### src/chst_pkg.sv
// ----------------------------------------------------------------------------
// chst_pkg
// Shared types, codes and defaults of the chained hash set table.
// ----------------------------------------------------------------------------
package chst_pkg;

	localparam int MAX_BUCKETS_DEF = 32;
	localparam int CHAIN_DEPTH_DEF = 8;
	localparam int KEY_W           = 31;
	localparam int BCNT_W          = 6;
	localparam int REM_W           = 6;
	localparam int BIDX_W          = 5;

	localparam logic [BCNT_W-1:0] BUCKET_COUNT_RESET = 6'd21;

	localparam logic [1:0] FUNC_INSERT = 2'd0;
	localparam logic [1:0] FUNC_REMOVE = 2'd1;
	localparam logic [1:0] FUNC_SEARCH = 2'd2;
	localparam logic [1:0] FUNC_NONE   = 2'd3;

	localparam logic [1:0] ST_DONE      = 2'd0;
	localparam logic [1:0] ST_FULL      = 2'd1;
	localparam logic [1:0] ST_NOT_FOUND = 2'd2;

	typedef struct packed {
		logic [1:0]       func;
		logic [KEY_W-1:0] key;
	} cmd_item_t;

	typedef struct packed {
		logic [1:0]        status;
		logic [BIDX_W-1:0] bucket_index;
		logic [KEY_W-1:0]  entry_key;
		logic              last;
	} rsp_item_t;

	typedef struct packed {
		logic       take;
		logic       load_fill;
		logic       idx_inc;
		logic       rd_cur;
		logic       rd_next;
		logic       wr_ins;
		logic       wr_shift;
		logic       fill_inc;
		logic       fill_dec;
		logic       emit;
		logic [1:0] emit_status;
		logic       emit_entry;
		logic       emit_last_idx;
	} chst_cmd_t;

	typedef struct packed {
		logic [1:0] in_func;
		logic [1:0] func;
		logic       div_done;
		logic       full;
		logic       empty;
		logic       idx_last;
		logic       hit;
		logic       out_free;
	} chst_sts_t;

endpackage

### src/chst_ctrl.sv
// ----------------------------------------------------------------------------
// chst_ctrl
// Controller: sequences hashing, chain walk, shift on remove and listing.
// ----------------------------------------------------------------------------
module chst_ctrl
	import chst_pkg::*;
(
	input  logic      clk,
	input  logic      arst_n,
	input  logic      cmd_valid,
	output logic      cmd_stall,
	input  chst_sts_t sts,
	output chst_cmd_t ctl
);

	localparam logic [3:0] S_IDLE   = 4'd0;
	localparam logic [3:0] S_DIV    = 4'd1;
	localparam logic [3:0] S_FILL   = 4'd2;
	localparam logic [3:0] S_DISP   = 4'd3;
	localparam logic [3:0] S_INS    = 4'd4;
	localparam logic [3:0] S_RD     = 4'd5;
	localparam logic [3:0] S_CMP    = 4'd6;
	localparam logic [3:0] S_NOTF   = 4'd7;
	localparam logic [3:0] S_SH_CHK = 4'd8;
	localparam logic [3:0] S_SH_WR  = 4'd9;
	localparam logic [3:0] S_RM_END = 4'd10;
	localparam logic [3:0] S_L_RD   = 4'd11;
	localparam logic [3:0] S_L_EM   = 4'd12;

	logic [3:0] state_q;
	logic [3:0] state_d;
	logic       listing_q;

	always_comb begin
		state_d = state_q;
		ctl     = '0;
		case (state_q)
			S_IDLE: begin
				if (cmd_valid && (sts.in_func != FUNC_NONE)) begin
					ctl.take = 1'b1;
					state_d  = S_DIV;
				end
			end
			S_DIV: begin
				if (sts.div_done) begin
					state_d = S_FILL;
				end
			end
			S_FILL: begin
				ctl.load_fill = 1'b1;
				state_d       = S_DISP;
			end
			S_DISP: begin
				if (sts.func == FUNC_INSERT) begin
					state_d = S_INS;
				end else if (sts.empty) begin
					state_d = S_NOTF;
				end else begin
					state_d = S_RD;
				end
			end
			S_INS: begin
				if (sts.out_free) begin
					ctl.emit        = 1'b1;
					ctl.emit_status = sts.full ? ST_FULL : ST_DONE;
					ctl.wr_ins      = !sts.full;
					ctl.fill_inc    = !sts.full;
					state_d         = S_IDLE;
				end
			end
			S_RD: begin
				ctl.rd_cur = 1'b1;
				state_d    = S_CMP;
			end
			S_CMP: begin
				if (sts.hit) begin
					state_d = (sts.func == FUNC_REMOVE) ? S_SH_CHK : S_FILL;
				end else if (sts.idx_last) begin
					state_d = S_NOTF;
				end else begin
					ctl.idx_inc = 1'b1;
					state_d     = S_RD;
				end
			end
			S_NOTF: begin
				if (sts.out_free) begin
					ctl.emit        = 1'b1;
					ctl.emit_status = ST_NOT_FOUND;
					state_d         = S_IDLE;
				end
			end
			S_SH_CHK: begin
				if (sts.idx_last) begin
					state_d = S_RM_END;
				end else begin
					ctl.rd_next = 1'b1;
					state_d     = S_SH_WR;
				end
			end
			S_SH_WR: begin
				ctl.wr_shift = 1'b1;
				ctl.idx_inc  = 1'b1;
				state_d      = S_SH_CHK;
			end
			S_RM_END: begin
				if (sts.out_free) begin
					ctl.emit        = 1'b1;
					ctl.emit_status = ST_DONE;
					ctl.fill_dec    = 1'b1;
					state_d         = S_IDLE;
				end
			end
			S_L_RD: begin
				ctl.rd_cur = 1'b1;
				state_d    = S_L_EM;
			end
			S_L_EM: begin
				if (sts.out_free) begin
					ctl.emit          = 1'b1;
					ctl.emit_status   = ST_DONE;
					ctl.emit_entry    = 1'b1;
					ctl.emit_last_idx = 1'b1;
					if (sts.idx_last) begin
						state_d = S_IDLE;
					end else begin
						ctl.idx_inc = 1'b1;
						state_d     = S_L_RD;
					end
				end
			end
			default: begin
				state_d = S_IDLE;
			end
		endcase
		// search hit: reload fill to rewind the index, then list from the head
		if ((state_q == S_FILL) && (sts.func == FUNC_SEARCH) && !sts.empty
				&& sts.hit && !sts.div_done && listing_q) begin
			state_d = S_L_RD;
		end
	end

	always_ff @(posedge clk or negedge arst_n) begin
		if (!arst_n) begin
			listing_q <= 1'b0;
		end else if (ctl.take) begin
			listing_q <= 1'b0;
		end else if ((state_q == S_CMP) && sts.hit) begin
			listing_q <= 1'b1;
		end
	end

	always_ff @(posedge clk or negedge arst_n) begin
		if (!arst_n) begin
			state_q <= S_IDLE;
		end else begin
			state_q <= state_d;
		end
	end

	assign cmd_stall = (state_q != S_IDLE);

endmodule

### config.mk
export PLATFORM = sky130hd
export DESIGN_NAME = chst_ctrl
export DESIGN_NICKNAME = d
export VERILOG_FILES = /design/src/chst_pkg.sv /design/src/chst_ctrl.sv
export SDC_FILE = /design/constraint.sdc
export NUM_CORES = 1
export LEC_CHECK = 0
export BUFFER_PORTS_ARGS = -buffer_cell sky130_fd_sc_hd__buf_2
export CELL_PAD_IN_SITES_DETAIL_PLACEMENT = 1
export CELL_PAD_IN_SITES_GLOBAL_PLACEMENT = 1
export CORE_MARGIN = 5
export CORE_UTILIZATION = 34
export CTS_CLUSTER_DIAMETER = 200
export DETAILED_ROUTE_END_ITERATION = 12
export PLACE_DENSITY = 0.94
export SYNTH_ARGS = -nofsm -noshare
export SYNTH_HDL_FRONTEND = slang
export SYNTH_SLANG_ARGS = --single-unit
### constraint.sdc
create_clock -name clk -period 2.7 [get_ports clk]
set_input_delay 0.135 -clock clk [delete_from_list [all_inputs] [get_ports clk]]
set_output_delay 0.135 -clock clk [all_outputs]
set_load 0.01 [all_outputs]
==> summary.txt <==
Setup path
  – Critical-path cell list: inv_1 > nor2_1 > nand2_1 > nor4_1 > buf_2
  – CP delay by family, top: flip-flops
  – Slowest stage cell, crit path: dfrtp_1
  – Crit path buf inv count: 2
  – Worst Path Arrival: 1.92 ns
  – Crit path capture type: output port
  – Crit Path Class: reg2out
  – R2R setup slack: between 0.8 and 0.9 ns
  – Crit Path Max Fanout: 13
  – Worst setup SP type: register
  – Max incr delay on CP: 0.63 ns
  – Worst path required time: 2.57 ns

Synth
  – Top-count cell post-synth: nor2_1
  – Main synth FF type: dfrtp_1
  – Post-synthesis sequential area ratio: 0.193
  – Cells after Synth: 89
  – Post-synth EDFFs: 0
  – Mapped Nets: a little over 100
  – Asr flop ratio synth: 1.00
  – Mean Syn Cell Area: 7.27 sq um
  – Post-synth top area cell: dfrtp_1
  – Top cells by count, synth: nor2_1 (12), nand2_1 (8), o21ai_0 (7), dfrtp_1 (5)
  – Synth top area share: 0.193
  – Post-synth cell types: 41
  – Ys Warns: 0
  – Netlist Area Pre-Place: between 600 and 700 sq um
  – Area contributors post-synth: dfrtp_1 (19%), nor2_1 (7.0%), o21ai_0 (5.4%)
  – Flops & latches, synth: 5

Clock network
  – Clock transition at path regs: around 0.04 ns
  – Hold Buf Count CTS: 1
  – Root buffer cell: clkbuf_4
  – Clock buffer count from CTS: 3
  – CTS tree: yes
  – CTS resizes: 0
  – H-tree Lvls: 1
  – Buffer count from post-CTS setup fixing: 0
  – Clock tree buffer depth: 2
  – CTS sink count: 5
  – Clock Latency Late Sink: approximately 0.25 ns

GRT
  – Grt ovf: 0
  – Largest net degree at the start of global routing: 23
  – First-pass GRT wire length: 3680 um
  – Initial antenna violation count: 0
  – Total track usage: 0.174
  – Vias in the first global route: 794

STA
  – Final period utilization: 0.763
  – Final Max Slew Viols: 0
  – Final setup violating endpoints: 0
  – Final setup TNS: 0 ns
  – Slew headroom: 0.535
  – Slew @ Worst Pin: 0.698 ns
  – Final hold vios: 0
  – RSZ-0062 raised after global routing: false
  – Final setup skew: about 0.0026 ns
  – Max Clk Rate: between 400 and 500 MHz
  – Final setup margin: between 0.6 and 0.7 ns
  – Fin crit period: 2.06 ns

Detailed routing
  – Vias/cell: 5.80
  – Post-DRT Antenna Nets: 0
  – Total Wirelength: 2200 um
  – Detailed Route Iter0 Violations: 22
  – Routed len/inst: roughly 16 um
  – Via count: 800
  – Detailed-route DRC error count: 0
  – Drt pass-1 iters: 4

Die
  – Die height: about 54 um
  – Die area: approximately 2900 sq um
  – Row cnt: 15
  – I/O pins: 28
  – Die X: 53.6 um
  – Core Area: around 1800 sq um
  – Starting Density: 0.367

Placement
  – Place WS: 0.913 ns
  – Detail Placement HPWL: about 1700 um
  – I/O Buffers: 27
  – Routability congestion estimate: 0.894
  – Cell Area, Placed: approximately 760 sq um

Layout
  – Ant diodes: 0
  – Area delta synth->final: 22.6%
  – Nets@finish: 127
  – # fillers: 242
  – Final Cell Area: 793 sq um
  – Layout cells sized above 1: 0.310

Outcome
  – Outcome: complete, no violations

Power and ir drop
  – Worst vdd ir: 0.500 mV
  – Leakage: 0.364 nW
  – Cell Pwr Density: between 700 and 800 nW/um^2

Min path
  – Min-delay worst type: in2async

Flow run
  – Max Cap Violations: 0
[final timing paths]
path | startpoint | endpoint | cells after the start
worst max register to register | state_q[3] | state_q[1] | 5
worst min-delay path | arst_n | state_q[3] | 2
worst max-delay path | state_q[2] | ctl[6] | 5
min in group clk | cmd_valid | listing_q | 4
worst min register to register | listing_q | listing_q | 2
max in group asynchronous | arst_n | state_q[2] | 2
[metrics by stage]
stage | hold slack, ns | utilization | total power, mW | cells
2_1_floorplan | -0.161 | - | 0.446 | 89
3_3_place_gp | -0.0512 | 0.429 | 0.515 | 133
3_5_place_dp | -0.0441 | 0.429 | 0.527 | 133
4_1_cts | 0.221 | 0.450 | 0.620 | 138
5_1_grt | 0.249 | 0.450 | 0.680 | 138
6_report | 0.249 | 0.450 | 0.620 | 138
[layout make-up]
| class | instances | area (sq um) | area share |
|---|---|---|---|
| Clock buffer | 4 | 26.3 | 0.0331 |
| Tap cell | 25 | 31.3 | 0.0394 |
| Sequential cell | 5 | 125 | 0.158 |
| Inverter | 5 | 18.8 | 0.0237 |
| Multi-Input combinational cell | 71 | 447 | 0.563 |
| Timing Repair Buffer | 28 | 145 | 0.183 |
[kinds of logic after synthesis]
logic type	after synthesis	share of synthesized area
buffers and inverters	13	0.116
xor gates and xnor gates	1	0.0135
and+or+nand+nor	40	0.340
AOI/OAI and AO/OA	29	0.315
DFF	5	0.193
muxes	1	0.0213
[placed cells by master (no fill, tap or decap), drive strengths merged, types with 2 or more instances in the layout]
| cell type | count |
|---|---|
| a21oi | 3 |
| a22oi | 2 |
| a31oi | 2 |
| buf | 27 |
| clkbuf | 4 |
| dfrtp | 5 |
| inv | 5 |
| nand2 | 8 |
| nand2b | 2 |
| nand3 | 2 |
| nand4b | 2 |
| nor2 | 13 |
| nor2b | 2 |
| nor4 | 2 |
| o211ai | 3 |
| o21ai | 8 |
| o22ai | 3 |
| or3 | 2 |
[per-layer routing]
metal / vias up / part of all wire / track usage
li1: 376 / - / -
met1: 387 / 0.43 / 0.223
met2: 35 / 0.50 / 0.294
met3: 2 / 0.054 / 0.0360
met4: 0 / 0.013 / 0.0426
met5: - / 0 / 0
[report_power, final]
group          switching (mW)  internal (mW)
combinational           0.190          0.142
clock                  0.0316         0.0559
sequential             0.0992          0.101
total                   0.321          0.299
[registers in the layout, indices dropped and copies added, names as in the netlist]
register / flops
state_q: 4
listing_q: 1
Note: power is estimated with default switching activity, not from simulation.
